[config.mk]
export PLATFORM = sky130hd
export DESIGN_NAME = indexed_list_store_core_flat
export DESIGN_NICKNAME = d
export VERILOG_FILES = /design/src/rtl/core/ilst_pkg.sv /design/src/rtl/core/ilst_chan_if.sv /design/src/rtl/core/ilst_cell.sv /design/src/rtl/core/indexed_list_store_core.sv /design/src/flat_wrapper.sv
export SDC_FILE = /design/constraint.sdc
export NUM_CORES = 1
export LEC_CHECK = 0
export ABC_AREA = 1
export BUFFER_PORTS_ARGS = -buffer_cell sky130_fd_sc_hd__buf_2
export CORE_ASPECT_RATIO = 1.2
export CORE_MARGIN = 4
export CORE_UTILIZATION = 30
export CTS_CLUSTER_DIAMETER = 80
export CTS_CLUSTER_SIZE = 24
export DETAILED_ROUTE_END_ITERATION = 8
export SLEW_MARGIN = 15
export SYNTH_ARGS = -nofsm -noshare
export SYNTH_HDL_FRONTEND = slang
export SYNTH_HIERARCHICAL = 1
export SYNTH_SLANG_ARGS = --single-unit
[constraint.sdc]
create_clock -name clock -period 3.73 [get_ports clock]
set_clock_uncertainty 0.15 [all_clocks]
set_input_delay 0.373 -clock clock [delete_from_list [all_inputs] [get_ports clock]]
set_output_delay 0.373 -clock clock [all_outputs]
set_load 0.02 [all_outputs]
[src/rtl/core/ilst_pkg.sv]
package ilst_pkg;

   // Fixed field widths of the channel payloads
   localparam int ACTION_BITS       = 3;
   localparam int INDEX_BITS        = 7;
   localparam int SECOND_INDEX_BITS = 6;
   localparam int DATA_BITS         = 32;
   localparam int STATUS_BITS       = 2;
   localparam int COUNT_BITS        = 7;

   // Defaults for the top-level parameters
   localparam int CAPACITY_DEF   = 64;
   localparam int VALUE_BITS_DEF = 32;

   typedef enum logic [ACTION_BITS-1:0] {
      ACT_INSERT  = 3'd0,
      ACT_REMOVE  = 3'd1,
      ACT_REPLACE = 3'd2,
      ACT_READ    = 3'd3,
      ACT_SEARCH  = 3'd4,
      ACT_COMPARE = 3'd5,
      ACT_SWAP    = 3'd6,
      ACT_CLEAR   = 3'd7
   } action_type;

   typedef enum logic [STATUS_BITS-1:0] {
      STS_OK    = 2'd0,
      STS_RANGE = 2'd1,
      STS_FULL  = 2'd2,
      STS_EMPTY = 2'd3
   } status_type;

   // Per-cycle operation broadcast to every cell of the chain
   typedef enum logic [2:0] {
      CELL_HOLD,
      CELL_INSERT,
      CELL_REMOVE,
      CELL_WRITE,
      CELL_SWAP
   } cell_op_type;

   typedef enum logic [1:0] {
      FSM_IDLE,
      FSM_EXEC,
      FSM_SWAP,
      FSM_DONE
   } fsm_state_type;

   typedef struct packed {
      action_type                    action;
      logic [INDEX_BITS-1:0]         index;
      logic [SECOND_INDEX_BITS-1:0]  second_index;
      logic signed [DATA_BITS-1:0]   value;
   } req_type;

   typedef struct packed {
      logic signed [DATA_BITS-1:0]   read_data;
      logic                          match;
      status_type                    status;
      logic [COUNT_BITS-1:0]         count;
      logic                          is_empty;
   } rsp_type;

endpackage

[src/rtl/core/ilst_chan_if.sv]
interface ilst_chan_if #(
   parameter type payload_type = logic
);
   logic        valid;
   logic        ready;
   payload_type payload;

   modport source (output valid, output payload, input ready);
   modport sink   (input valid, input payload, output ready);
endinterface

[src/rtl/core/ilst_cell.sv]
module ilst_cell #(
   parameter int POS        = 0,
   parameter int CMP_W      = 7,
   parameter int VALUE_BITS = 32
) (
   input  logic                    clock,
   input  ilst_pkg::cell_op_type   op,
   input  logic [CMP_W-1:0]        pos_a,
   input  logic [CMP_W-1:0]        pos_b,
   input  logic [CMP_W-1:0]        limit,
   input  logic [VALUE_BITS-1:0]   data_a,
   input  logic [VALUE_BITS-1:0]   data_b,
   input  logic [VALUE_BITS-1:0]   left_value,
   input  logic [VALUE_BITS-1:0]   right_value,
   output logic [VALUE_BITS-1:0]   value,
   output logic [VALUE_BITS-1:0]   tap_a,
   output logic [VALUE_BITS-1:0]   tap_b,
   output logic                    key_hit
);
   import ilst_pkg::*;

   localparam logic [CMP_W-1:0] SELF = CMP_W'(POS);

   logic [VALUE_BITS-1:0] value_ff;
   logic [VALUE_BITS-1:0] value_in;
   logic                  at_a;
   logic                  at_b;

   assign at_a  = (pos_a == SELF);
   assign at_b  = (pos_b == SELF);
   assign value = value_ff;

   // Pick the next content from self, a neighbor or the broadcast data
   always_comb begin
      value_in = value_ff;
      unique case (op)
         CELL_HOLD: begin
            value_in = value_ff;
         end
         CELL_INSERT: begin
            if (at_a) begin
               value_in = data_a;
            end else if (SELF > pos_a) begin
               value_in = left_value;
            end
         end
         CELL_REMOVE: begin
            if (SELF >= pos_a) begin
               value_in = right_value;
            end
         end
         CELL_WRITE: begin
            if (at_a) begin
               value_in = data_a;
            end
         end
         CELL_SWAP: begin
            if (at_a) begin
               value_in = data_a;
            end else if (at_b) begin
               value_in = data_b;
            end
         end
         default: begin
            value_in = value_ff;
         end
      endcase
   end

   // Drive taps onto the wired-or read buses
   assign tap_a   = at_a ? value_ff : '0;
   assign tap_b   = at_b ? value_ff : '0;
   assign key_hit = (SELF < limit) && (value_ff == data_a);

   always_ff @(posedge clock) begin
      value_ff <= value_in;
   end

endmodule

[src/rtl/core/indexed_list_store_core.sv]
// Channel   Dir  Beat payload                                   Handshake
// req_chan  in   action, index, second_index, value              valid / ready
// rsp_chan  out  read_data, match, status, count, is_empty       valid / ready
//
// One command is in flight at a time: each command passes through idle,
// execute and done, and the result register loads in done once rsp_chan can
// take it. A swap of two distinct positions adds a swap state: execute reads
// both positions off the cell chain, the swap state writes them back.
// The chain of CAPACITY cells shifts, writes and compares all positions at once.
// Synchronous reset empties the list; cell contents are not cleared.
// A stalled rsp_chan holds the finished result and keeps req_chan not ready.
module indexed_list_store_core #(
   parameter int CAPACITY   = ilst_pkg::CAPACITY_DEF,
   parameter int VALUE_BITS = ilst_pkg::VALUE_BITS_DEF
) (
   input  logic        clock,
   input  logic        reset,
   ilst_chan_if.sink   req_chan,
   ilst_chan_if.source rsp_chan
);
   import ilst_pkg::*;

   localparam int CNT_W = $clog2(CAPACITY + 1);
   localparam int CMP_W = (CNT_W > INDEX_BITS) ? CNT_W : INDEX_BITS;
   localparam logic [CNT_W-1:0] FULL_COUNT = CNT_W'(CAPACITY);

   fsm_state_type state_ff;
   fsm_state_type state_in;

   req_type               cmd_ff;
   rsp_type               res_ff;
   rsp_type               res_in;
   rsp_type               rsp_ff;
   logic                  rsp_valid_ff;
   logic                  rsp_valid_in;
   logic [CNT_W-1:0]      count_ff;
   logic [CNT_W-1:0]      count_in;
   logic [VALUE_BITS-1:0] swap_a_ff;
   logic [VALUE_BITS-1:0] swap_b_ff;

   logic                  accept;
   logic                  load_rsp;
   logic                  exec_swap;
   cell_op_type           cell_op;
   logic [CMP_W-1:0]      pos_a;
   logic [CMP_W-1:0]      pos_b;
   logic [CMP_W-1:0]      limit;
   logic [CMP_W-1:0]      count_w;
   logic [VALUE_BITS-1:0] key_val;
   logic [VALUE_BITS-1:0] data_a;
   logic [VALUE_BITS-1:0] data_b;
   logic [VALUE_BITS-1:0] tap_a_or;
   logic [VALUE_BITS-1:0] tap_b_or;
   logic                  hit_or;

   logic [VALUE_BITS-1:0] cell_value [CAPACITY];
   logic [VALUE_BITS-1:0] tap_a_arr  [CAPACITY];
   logic [VALUE_BITS-1:0] tap_b_arr  [CAPACITY];
   logic                  hit_arr    [CAPACITY];

   assign accept  = req_chan.valid && req_chan.ready;
   assign pos_a   = CMP_W'(cmd_ff.index);
   assign pos_b   = CMP_W'(cmd_ff.second_index);
   assign count_w = CMP_W'(count_ff);
   assign limit   = count_w;
   assign key_val = VALUE_BITS'($unsigned(cmd_ff.value));

   // Build the chain; the end cells see themselves past the edge
   for (genvar gi = 0; gi < CAPACITY; gi++) begin : g_cell
      logic [VALUE_BITS-1:0] left_value;
      logic [VALUE_BITS-1:0] right_value;

      if (gi == 0) begin : g_head
         assign left_value = cell_value[gi];
      end else begin : g_body_l
         assign left_value = cell_value[gi-1];
      end
      if (gi == CAPACITY - 1) begin : g_tail
         assign right_value = cell_value[gi];
      end else begin : g_body_r
         assign right_value = cell_value[gi+1];
      end

      ilst_cell #(
         .POS        (gi),
         .CMP_W      (CMP_W),
         .VALUE_BITS (VALUE_BITS)
      ) u_cell (
         .clock       (clock),
         .op          (cell_op),
         .pos_a       (pos_a),
         .pos_b       (pos_b),
         .limit       (limit),
         .data_a      (data_a),
         .data_b      (data_b),
         .left_value  (left_value),
         .right_value (right_value),
         .value       (cell_value[gi]),
         .tap_a       (tap_a_arr[gi]),
         .tap_b       (tap_b_arr[gi]),
         .key_hit     (hit_arr[gi])
      );
   end

   // Merge the cell taps and search hits
   always_comb begin
      tap_a_or = '0;
      tap_b_or = '0;
      hit_or   = 1'b0;
      for (int i = 0; i < CAPACITY; i++) begin
         tap_a_or = tap_a_or | tap_a_arr[i];
         tap_b_or = tap_b_or | tap_b_arr[i];
         hit_or   = hit_or | hit_arr[i];
      end
   end

   // Next state
   always_comb begin
      state_in = state_ff;
      unique case (state_ff)
         FSM_IDLE: begin
            if (accept) begin
               state_in = FSM_EXEC;
            end
         end
         FSM_EXEC: begin
            state_in = exec_swap ? FSM_SWAP : FSM_DONE;
         end
         FSM_SWAP: begin
            state_in = FSM_DONE;
         end
         FSM_DONE: begin
            if (load_rsp) begin
               state_in = FSM_IDLE;
            end
         end
         default: begin
            state_in = FSM_IDLE;
         end
      endcase
   end

   // Decode the held command and drive the chain
   always_comb begin
      req_chan.ready = 1'b0;
      cell_op        = CELL_HOLD;
      data_a         = key_val;
      data_b         = swap_a_ff;
      count_in       = count_ff;
      res_in         = res_ff;
      exec_swap      = 1'b0;
      load_rsp       = 1'b0;
      unique case (state_ff)
         FSM_IDLE: begin
            req_chan.ready = 1'b1;
         end
         FSM_EXEC: begin
            res_in.read_data = '0;
            res_in.match     = 1'b0;
            res_in.status    = STS_OK;
            priority if (cmd_ff.action == ACT_INSERT) begin
               if (CMP_W'(cmd_ff.index) > count_w) begin
                  res_in.status = STS_RANGE;
               end else if (count_ff == FULL_COUNT) begin
                  res_in.status = STS_FULL;
               end else begin
                  cell_op  = CELL_INSERT;
                  count_in = count_ff + 1'b1;
               end
            end else if (cmd_ff.action == ACT_CLEAR) begin
               count_in = '0;
            end else if (count_ff == '0) begin
               res_in.status = STS_EMPTY;
            end else if (cmd_ff.action == ACT_SEARCH) begin
               res_in.match = hit_or;
            end else if (cmd_ff.action == ACT_SWAP) begin
               if (pos_a >= count_w || pos_b >= count_w) begin
                  res_in.status = STS_RANGE;
               end else if (pos_a != pos_b) begin
                  exec_swap = 1'b1;
               end
            end else if (pos_a >= count_w) begin
               res_in.status = STS_RANGE;
            end else begin
               unique case (cmd_ff.action)
                  ACT_REMOVE: begin
                     cell_op  = CELL_REMOVE;
                     count_in = count_ff - 1'b1;
                  end
                  ACT_REPLACE: begin
                     cell_op = CELL_WRITE;
                  end
                  ACT_READ: begin
                     res_in.read_data = DATA_BITS'(signed'(tap_a_or));
                  end
                  default: begin
                     res_in.match = (tap_a_or == key_val);
                  end
               endcase
            end
         end
         FSM_SWAP: begin
            cell_op = CELL_SWAP;
            data_a  = swap_b_ff;
            data_b  = swap_a_ff;
         end
         FSM_DONE: begin
            load_rsp = !rsp_valid_ff || rsp_chan.ready;
         end
         default: begin
            req_chan.ready = 1'b0;
         end
      endcase
   end

   // Hold the result until the sink takes the beat
   assign rsp_valid_in     = load_rsp ? 1'b1 : (rsp_valid_ff && !rsp_chan.ready);
   assign rsp_chan.valid   = rsp_valid_ff;
   assign rsp_chan.payload = rsp_ff;

   // Control registers
   always_ff @(posedge clock) begin
      if (reset) begin
         state_ff     <= FSM_IDLE;
         rsp_valid_ff <= 1'b0;
         count_ff     <= '0;
      end else begin
         state_ff     <= state_in;
         rsp_valid_ff <= rsp_valid_in;
         count_ff     <= count_in;
      end
   end

   // Payload registers
   always_ff @(posedge clock) begin
      if (accept) begin
         cmd_ff <= req_chan.payload;
      end
      if (state_ff == FSM_EXEC) begin
         swap_a_ff <= tap_a_or;
         swap_b_ff <= tap_b_or;
      end
      res_ff <= res_in;
      if (load_rsp) begin
         rsp_ff <= '{read_data: res_ff.read_data,
                     match:     res_ff.match,
                     status:    res_ff.status,
                     count:     COUNT_BITS'(count_ff),
                     is_empty:  (count_ff == '0)};
      end
   end

endmodule
[src/flat_wrapper.sv]
// flat-port wrapper written by rule: the top's interface ports become plain ports
module indexed_list_store_core_flat import ilst_pkg::*;
#(
   parameter int CAPACITY   = ilst_pkg::CAPACITY_DEF,
   parameter int VALUE_BITS = ilst_pkg::VALUE_BITS_DEF
)
  (clock, reset, req_chan_valid, req_chan_payload, req_chan_ready, rsp_chan_valid, rsp_chan_payload, rsp_chan_ready);
  ilst_chan_if req_chan_i ();
  ilst_chan_if rsp_chan_i ();
  input  logic clock;
  input  logic reset;
  input wire logic [$bits(req_chan_i.valid)-1:0] req_chan_valid;
  input wire logic [$bits(req_chan_i.payload)-1:0] req_chan_payload;
  output wire logic [$bits(req_chan_i.ready)-1:0] req_chan_ready;
  output wire logic [$bits(rsp_chan_i.valid)-1:0] rsp_chan_valid;
  output wire logic [$bits(rsp_chan_i.payload)-1:0] rsp_chan_payload;
  input wire logic [$bits(rsp_chan_i.ready)-1:0] rsp_chan_ready;
  assign req_chan_i.valid = req_chan_valid;
  assign req_chan_i.payload = req_chan_payload;
  assign req_chan_ready = req_chan_i.ready;
  assign rsp_chan_valid = rsp_chan_i.valid;
  assign rsp_chan_payload = rsp_chan_i.payload;
  assign rsp_chan_i.ready = rsp_chan_ready;
  indexed_list_store_core #(.CAPACITY(CAPACITY), .VALUE_BITS(VALUE_BITS)) u_core (.clock(clock), .reset(reset), .req_chan(req_chan_i), .rsp_chan(rsp_chan_i));
endmodule
# Word level (Yosys, flattened, before mapping)
# Cells that the tools add are included.
[totals]
reg_bits = 11
latchBits = 0
ram_bits = 0
romBits = 0
input_bits = 5
memories = 0
[classes]
add_sub_neg = 1
mul = 0
n_div = 0
order_cmp = 1
eq_ne = 6
shifts = 0
mux = 8
n_bitwise = 2
n_reduce_logical = 10
[op_table]
columns = ["op", "n"]
rows = [
  ["$mux W7", 2],
  ["$add A7 B1 Y7 const B", 1],
  ["$eq A7 B7 Y1 const B", 1],
  ["$gt A1 B7 Y1 const A", 1],
  ["$logic_not A7 Y1", 1],
  ["$pmux W2 S3", 1],
  ["$eq A2 B2 Y1 const B", 2],
  ["$mux W2", 2],
  ["$ne A2 B1 Y1 const B", 2],
  ["$mux W1", 3],
  ["$reduce_and A3 Y1", 1],
  ["$eq A2 B1 Y1 const B", 1],
  ["$logic_and A1 B1 Y1", 2],
  ["$logic_not A1 Y1", 2],
  ["$logic_not A2 Y1", 1],
  ["$not A1 Y1", 2],
  ["$reduce_and A2 Y1", 1],
  ["$reduce_or A2 Y1", 1],
  ["$logic_or A1 B1 Y1", 1],
]

# Longest topological paths before layout
# Gate-level depths: netlist of the first run.
[depth]
ltp_word = 5
mapped_depth = 10

# Worst setup path after synthesis of the first run
# OpenSTA, ideal clock, no wires.
[synth_path]
path_type = "register to register"
from = "register u_core.state_ff[1]"
to = "register u_core.count_ff[6]"
setup_time_ns = 0.117
t_arrival_ns = 1.112
t_required_ns = 3.463
path_slack_ns = 2.352
path_stages_with_launch = 8
path_buffers = 0
period_less_slack_ns = 1.378
cell_sequence = "dfxtp_1 > inv_1 > ha_1 > nand2_1 > nor3_2 > nand3_1 > o21ai_1 > nor2_1"
[synth_between]
elab_chain_len = 2
[synth_rtl]
columns = ["element", "line", "text"]
rows = [
  ["from (decl)", "indexed_list_store_core.sv:27", "fsm_state_type state_ff;"],
  ["from (signal assigned)", "indexed_list_store_core.sv:228", "state_ff <= state_in;"],
  ["$eq A2 B1 Y1", "--", ""],
  ["$reduce_and A3 Y1 (no line)", "--", ""],
  ["to (signal assigned)", "indexed_list_store_core.sv:230", "count_ff <= count_in;"],
  ["to (decl)", "indexed_list_store_core.sv:36", "logic [CNT_W-1:0] count_ff;"],
]
# No other way between the ends.
# A chain may end at the register's enable or synchronous reset.

# Final worst setup path of the first run
[layout_path]
from = "register u_core.state_ff[0]"
to = "output port req_chan_ready"
[layout_between]
elab_chain_len = 2
[layout_rtl]
columns = ["element", "line", "text"]
rows = [
  ["$logic_not A2 Y1", "indexed_list_store_core.sv:153", "unique case (state_ff)"],
  ["$mux W1", "indexed_list_store_core.sv:153", ""],
  ["to (decl)", "flat_wrapper.sv:14", "output wire logic [$bits(req_chan_i.ready)-1:0] req_chan_ready;"],
]
# No other way between the ends.

==> impl_metrics.tcl, run 1 <==
set metrics [dict create \
    status "finished clean" \
    pwr-share-seq_pct 43.3 \
    reg2reg_depth 7 \
    synth_common_cells "17 x inv_1, 11 x nand2_1, 10 x dfxtp_1, 9 x nor2_1, 7 x a21oi_1" \
    worst_setup_path_start_kind "flop" \
    worst_pin_slew_ps 279 \
    slew_headroom_pct 81.3 \
    clkPwrFrac_pct 24.7 \
    drc_errors 0 \
    syn_inst 89 \
    worst_ep_required_time_ps 3210 \
    vdd_drop_max_mv 0.181 \
    ys_seq_elements 11 \
    cts_inserted_buffers 3 \
    fmax_mhz 620 \
    drt_wl_total_um 1120 \
    min_path_type "in2reg" \
    yosysWarnings 6 \
    grt.overflow.total 0 \
    rsz0062_at_grt "false" \
    grt_pass1_wl_um 2090 \
    cts.path.max_buffers 2 \
    drtIter0Drc 2 \
    powerDensity_nw_per_um2 438 \
    final_layout_size_suffix_gt1_share_pct 23.2 \
    die_w_um 50.8 \
    final_max_slew_viol_count 0 \
    antenna_found_initial 0 \
    cts-resized-gates 0 \
    io_pins 8 \
    cts_sinks 11 \
    synthFlopType "dfxtp_1" \
    period_share_pct 43.2 \
    coreArea_um2 2070 \
    p_comb_share_pct 32.0 \
    yosysUniqueCellTypes 21 \
    port-buffer-count 6 \
    path_clk_slew_ps 70 \
    ys_async_sr_fraction_pct 0 \
    arrival_ps 1090 \
    cts_hold_buf 0 \
    grtUsageTotal_pct 9.70 \
    start_util_pct 31.8 \
    diodes 0 \
    drtPass1Iterations 4 \
    worst_skew_pair.late_latency_ps 270 \
    fin_total_pwr_uw 330 \
    grt_max_degree 10 \
    syn2layout_area_growth_pct 14.2 \
    cts_setup_buffers 0 \
    ant_nets 0 \
    switchingPower_uw 115 \
    syn_nets 100 \
    place_congestion 0.692 \
    cts_max_level 1 \
    synth_top_area_share_pct 30.4 \
    cts_root_buf "clkbuf_4" \
    via_per_inst 4.29 \
    rows 18 \
    intPower_uw 215 \
    cts_tree "yes" \
    min_path_cells 2 \
    post-route-min-period_ps 1610 \
    setup_viol 0 \
    synth_edf_count 1 \
    syn_area_per_cell_um2 7.41 \
    finalHoldViolCount 0 \
    grt_pass1_vias 536 \
    swShare_pct 34.9 \
    yosysMostFrequentCell "inv_1" \
    worst-setup-path-type "reg2out" \
    cp-end-kind "primary output" \
    wire_per_inst_um 8.67 \
    yosysSeqAreaShare_pct 34.9 \
    die_h_um 59.4 \
    p_leak_uw 0.000362 \
    cp_max_fo 4 \
    max-cap-violations 0 \
    fin_setup_tns_ps 0 \
    synth_top_area_cell "dfxtp_1" \
    final_nets 111 \
    vias 553 \
    dieArea_um2 3010 \
    hpwl_um 890 \
    syn_area_um2 659 \
    ys_top_cells_by_area "dfxtp_1 30%, ha_1 11%, inv_1 9.7%, nand2_1 6.3%, a21oi_1 5.3%" \
]
==> cells by family (layout without fill, tap and decap cells) <==
kind of cell    Yosys count  count (layout)  synth area share (%)
simple gates             36              36                  29.6
fa+ha+maj                 6               6                  11.4
flops                    11              11                  34.9
buf+inv                  21              31                  12.3
compound gates           15              15                  11.8
==> worst paths after layout <==
path	endpoint	slack [ps]	from
min	u_core/rsp_chan.valid	120	reset
max	req_chan_ready	2120	u_core/state_ff[0]
min reg2reg	u_core/rsp_chan.valid	360	u_core/rsp_chan.valid
max reg2reg	u_core/count_ff[6]	2170	u_core/state_ff[1]
==> power groups by stage <==
| stage | logic [µW] | registers, µW | clock network, µW |
|---|---|---|---|
| floorplan | 87.7 | 146 | 0 |
| global placement | 106 | 145 | 0 |
| detailed placement | 107 | 146 | 0 |
| CTS | 108 | 143 | 86.5 |
| global route | 123 | 145 | 91.8 |
| finish | 105 | 143 | 81.5 |
==> critical path: stages, from the launching register on <==
cell and delay [ps]:
dfxtp_1 390, inv_1 70, ha_1 200, buf_2 160
==> routing by layer <==
layer	up-vias	track usage, %	routed length, µm
li1	299	-	-
met1	244	9.55	525
met2	6	16.0	512
met3	4	2.27	17
met4	0	10.4	62
met5	-	0	0
==> area by class of cell <==
type	instances	area, µm²
clock buffers	4	26.3
multi-input cells	57	348
fillers	238	1320
flip-flops and latches	11	230
inverters	21	81.3
well taps	30	37.5
repair buffers	6	30.0
==> per-stage QoR <==
step	area, µm²	instances	hold WS [ps]	setup slack (ps)	util [%]
2_1_floorplan	659	89	292	2350	-
3_3_place_gp	727	125	344	2220	35.1
3_5_place_dp	727	125	349	2150	35.1
4_1_cts	753	129	102	2100	36.4
5_1_grt	753	129	107	1980	36.4
6_report	753	129	115	2120	36.4
==> cells in the final DEF, fill, tap and decap left out, drive strengths merged <==
master,instances
edfxtp,1
nand4,4
nor3,1
o21ai,6
nor2,12
nand3,3
nand2,16
a31oi,1
a21oi,7
buf,6
ha,6
dfxtp,10
inv,21
clkbuf,4
o22ai,1
==> flip-flops by register name (all words and copies together), names as in the netlist <==
signal,flops
u_core/count_ff,7
u_core/state_ff,2
u_core/rsp_chan.payload,1
u_core/rsp_chan.valid,1
(Power assumes the default switching activity.)
==> inputs of run 2 (changes only) <==
clock period = 1.5 ns   (was 3.73 ns; I/O delays follow)
==> impl_metrics.tcl, run 2 (synthesized netlist as in run 1, its figures left out) <==
set metrics [dict create \
    status "finished clean" \
    ant_nets 0 \
    p_leak_uw 0.000391 \
    layout_setup_ws_ps 118 \
    worst_setup_path_start_kind "flop" \
    cts_sinks 11 \
    fillers 218 \
    arrival_ps 1080 \
    cts_tree "yes" \
    antenna_found_initial 0 \
    reg.largest.list "u_core/count_ff: 7 flops, u_core/state_ff: 2 flops" \
    regMostFlops "u_core/count_ff" \
    drt_wl_total_um 1120 \
    cts_inserted_buffers 3 \
    worst-setup-path-type "reg2out" \
    cts_setup_buffers 0 \
    placed_cell_area_um2 734 \
    grtUsageMet1_pct 8.91 \
    syn2layout_area_growth_pct 21.8 \
    final_area_um2 803 \
    cts_max_level 1 \
    layout_common_cells "15 x inv_1, 10 x nand2_1, 9 x nor2_1" \
    grt_pass1_vias 546 \
    cts_root_buf "clkbuf_4" \
    die_h_um 59.4 \
    rsz0062_at_grt "false" \
    final_cell_count_no_fill 131 \
    diodes 0 \
    dieArea_um2 3010 \
    drc_errors 0 \
    drtPass1Iterations 4 \
    drtIter0Drc 9 \
    period_share_pct 92.1 \
    final_max_slew_viol_count 0 \
    grt.overflow.total 0 \
    worst_pin_slew_ps 265 \
    grt_util_met3_pct 2.52 \
    coreArea_um2 2070 \
    multiInputGateArea_um2 375 \
    min_path_type "in2reg" \
    worst_ep_required_time_ps 1200 \
    setup_viol 0 \
    via_per_inst 4.16 \
    cp-end-kind "primary output" \
    worst_skew_pair.late_latency_ps 260 \
    place_congestion 0.703 \
    port-buffer-count 6 \
    grt_max_degree 10 \
    grt.busiest_layer "met2" \
    grt_pass1_wl_um 2060 \
    final_nets 113 \
    path_clk_slew_ps 70 \
    wire_per_inst_um 8.52 \
    powerDensity_nw_per_um2 1070 \
    grtUsageTotal_pct 9.38 \
    vdd_drop_max_mv 0.502 \
    final_layout_size_suffix_gt1_share_pct 32.7 \
    dp_cells 126 \
    io_pins 8 \
    grtUsageMet2_pct 16.6 \
    finalHoldViolCount 0 \
    fmax_mhz 724 \
    hpwl_um 875 \
    cp_max_fo 4 \
    largest_register_ffs 7 \
    final_common_cell "inv_1" \
    post-route-min-period_ps 1380 \
    slew_headroom_pct 82.3 \
    die_w_um 50.8 \
    vias 545 \
    max-cap-violations 0 \
    cts.path.max_buffers 2 \
    pre_cts_slack_ps 45.4 \
    final-seq-area_um2 235 \
    start_util_pct 31.8 \
    rows 18 \
    fin_setup_tns_ps 0 \
]
run 2: power by group:
| part | internal, µW | switching [µW] | total (µW) |
|---|---|---|---|
| Sequential | 334 | 28.7 | 363 |
| Combinational | 118 | 175 | 293 |
| Clock | 103 | 96.7 | 199 |
| Total | 555 | 301 | 856 |
run 2: timing repair:
| action | CTS | global route |
|---|---|---|
| endpoints found under the setup margin | 0 | 7 |
| resized for setup | 0 | 11 |
| hold buffers | 1 | 0 |
| hold endpoints to repair | 1 | 0 |
run 2: metrics by stage:
stage	hold WS (ps)	total power, µW	util [%]
after floorplan	69.1	580	-
after global placement	172	628	35.4
after detailed placement	173	638	35.4
after CTS	7.22	843	37.2
after global routing	68.3	934	38.8
final	39.2	856	38.8
run 2: final timing paths:
| path | slack, ps | startpoint | cells after the start | to |
|---|---|---|---|---|
| worst min-delay path | 40 | rsp_chan_ready | 4 | u_core/rsp_chan.valid |
| worst min register to register | 370 | u_core/state_ff[1] | 2 | u_core/state_ff[1] |
| worst max-delay path | 120 | u_core/state_ff[0] | 3 | req_chan_ready |
| worst max register to register | 130 | u_core/state_ff[1] | 7 | u_core/count_ff[6] |
run 2: final cells by class:
cell class	count	share of cell area [%]
Multi-Input combinational cell	57	46.7
Sequential cell	11	29.3
Inverter	21	10.1
Timing Repair Buffer	8	5.92
Tap cell	30	4.67
Clock buffer	4	3.27
run 2: critical path, cell delays in order (launching register included):
cell	delay, ps
dfxtp_2	380
inv_1	70
ha_1	200
buf_2	160
run 2: metal layers:
metal	wire length [µm]	part of all wire, %
met1	499	45
met2	563	50
met3	29	2.6
met4	24	2.2
met5	0	0
==> inputs of run 3 (changes only) <==
BUFFER_PORTS_ARGS = unset   (was -buffer_cell sky130_fd_sc_hd__buf_2)
DONT_BUFFER_PORTS = 1   (was unset)
==> impl_metrics.tcl, run 3 (synthesized netlist as in run 1, its figures left out) <==
set metrics [dict create \
    multiInputGateArea_um2 378 \
    swShare_pct 34.6 \
    cpMaxStageDelayCell "dfxtp_2" \
    p_leak_uw 0.000395 \
    rows 18 \
    cts_inserted_buffers 3 \
    antenna_found_initial 0 \
    drtIter0Drc 6 \
    largest_register_ffs 7 \
    ant_nets 0 \
    post-route-min-period_ps 1370 \
    grt_pass1_vias 533 \
    cp_max_fo 3 \
    fmax_mhz 727 \
    dieArea_um2 3010 \
    powerDensity_nw_per_um2 1060 \
    cpPeakStageDelay_ps 330 \
    worst_skew_pair.late_latency_ps 260 \
    via_per_inst 4.25 \
    pwr-share-seq_pct 42.1 \
    final-seq-area_um2 235 \
    drc_errors 0 \
    cts_max_level 1 \
    clkPwrFrac_pct 22.5 \
    worst-setup-path-type "reg2reg" \
    start_util_pct 31.8 \
    reg.largest.list "u_core/count_ff: 7 flops, u_core/state_ff: 2 flops" \
    slew_headroom_pct 81.3 \
    wire_per_inst_um 9.53 \
    vias 557 \
    path_delay_family "flip-flops" \
    port-buffer-count 0 \
    period_share_pct 91.6 \
    arrival_ps 1420 \
    final_layout_size_suffix_gt1_share_pct 32.7 \
    grtUsageTotal_pct 9.54 \
    layout_common_cells "15 x inv_1, 10 x nand2_1, 8 x nor2_1" \
    worst_setup_path_start_kind "flop" \
    setup_viol 0 \
    min_path_cells 2 \
    grt_max_degree 10 \
    min_path_type "in2reg" \
    grt.overflow.total 0 \
    coreArea_um2 2070 \
    die_h_um 59.4 \
    regMostFlops "u_core/count_ff" \
    intPower_uw 570 \
    drt_wl_total_um 1250 \
    hpwl_um 921 \
    io_pins 8 \
    critical_path.cell_chain "inv_2 > ha_4 > buf_4 > nand4_1 > nor2_2 > o21ai_0 > a21oi_1" \
    p_comb_share_pct 35.4 \
    worst-path-stages 7 \
    finalHoldViolCount 0 \
    final_nets 113 \
    place_congestion 0.699 \
    max-cap-violations 0 \
    grt_pass1_wl_um 2150 \
    cp-end-kind "flop" \
    drtPass1Iterations 4 \
    cts_sinks 11 \
    syn2layout_area_growth_pct 24.9 \
    worst_pin_slew_ps 279 \
    diodes 0 \
    fin_setup_tns_ps 0 \
    worst_ep_required_time_ps 1550 \
    path_buf_inv 2 \
    final_cell_count_no_fill 131 \
    final_common_cell "inv_1" \
    status "finished clean" \
    vdd_drop_max_mv 0.403 \
    dp_cells 123 \
    path_clk_slew_ps 70 \
    reg2reg_depth 7 \
    switchingPower_uw 302 \
    cts_root_buf "clkbuf_4" \
    die_w_um 50.8 \
    final_max_slew_viol_count 0 \
    cts_tree "yes" \
    cts.path.max_buffers 2 \
    fillers 225 \
]
## run 3: cell count changes in the layout (fill, tap and decap cells not counted), sizes merged
cell and delta:
dlygate4sd3 +1, buf -1
## run 3: power groups by stage
stage          combinational [µW]  clock, µW  sequential [µW]
2_1_floorplan                 218          0              362
4_1_cts                       287        210              359
5_1_grt                       358        217              372
3_5_place_dp                  281          0              367
3_3_place_gp                  274          0              363
6_report                      309        197              367
## run 3: area by class of cell
class | instances | share of cell area (%)
multi-input cells | 57 | 45.9
flip-flops and latches | 11 | 28.6
inverters | 21 | 9.88
repair buffers | 8 | 7.90
well taps | 30 | 4.56
clock buffers | 4 | 3.19
## run 3: worst register-to-register path: cells and delay by family, from the launching register on
kind / cells / cell delay [ps]
adder cells (fa/ha/maj): 1 / 150
AND/OR/NAND/NOR: 2 / 290
AO/OA/AOI/OAI: 2 / 210
flip-flops: 1 / 330
buffers and inverters: 2 / 190
## run 3: final timing paths
path / startpoint / to / slack (ps)
worst max-delay path: u_core/state_ff[1] / u_core/count_ff[5] / 130
worst min-delay path: req_chan_valid / u_core/state_ff[1] / 10
worst min register to register: u_core/rsp_chan.valid / u_core/rsp_chan.valid / 360
worst max register to register: u_core/state_ff[1] / u_core/count_ff[5] / 130
## run 3: metal layers
layer | global-route usage, % | routed length [µm]
met1 | 10.9 | 558
met3 | 1.51 | 19
met2 | 15.5 | 670
met5 | 0 | 0
met4 | 8.08 | 0
## run 3: through the flow
step	cell area [µm²]	util (%)	hold slack (ps)	total power, µW	setup WS, ps
6_report	823	39.7	12.2	873	125
3_5_place_dp	727	35.1	73.9	648	20.4
3_3_place_gp	727	35.1	71.6	637	60.8
2_1_floorplan	659	-	69.1	580	122
5_1_grt	823	39.7	29.5	947	-14.0
4_1_cts	773	37.3	23.7	856	12.8
## run 3: repair_timing
item / 4_1_cts / 5_1_grt
setup buffers: 0 / 2
resized for setup: 0 / 12
hold buffers: 2 / 0
hold endpoints to repair: 1 / 0
endpoints found under the setup margin: 0 / 8
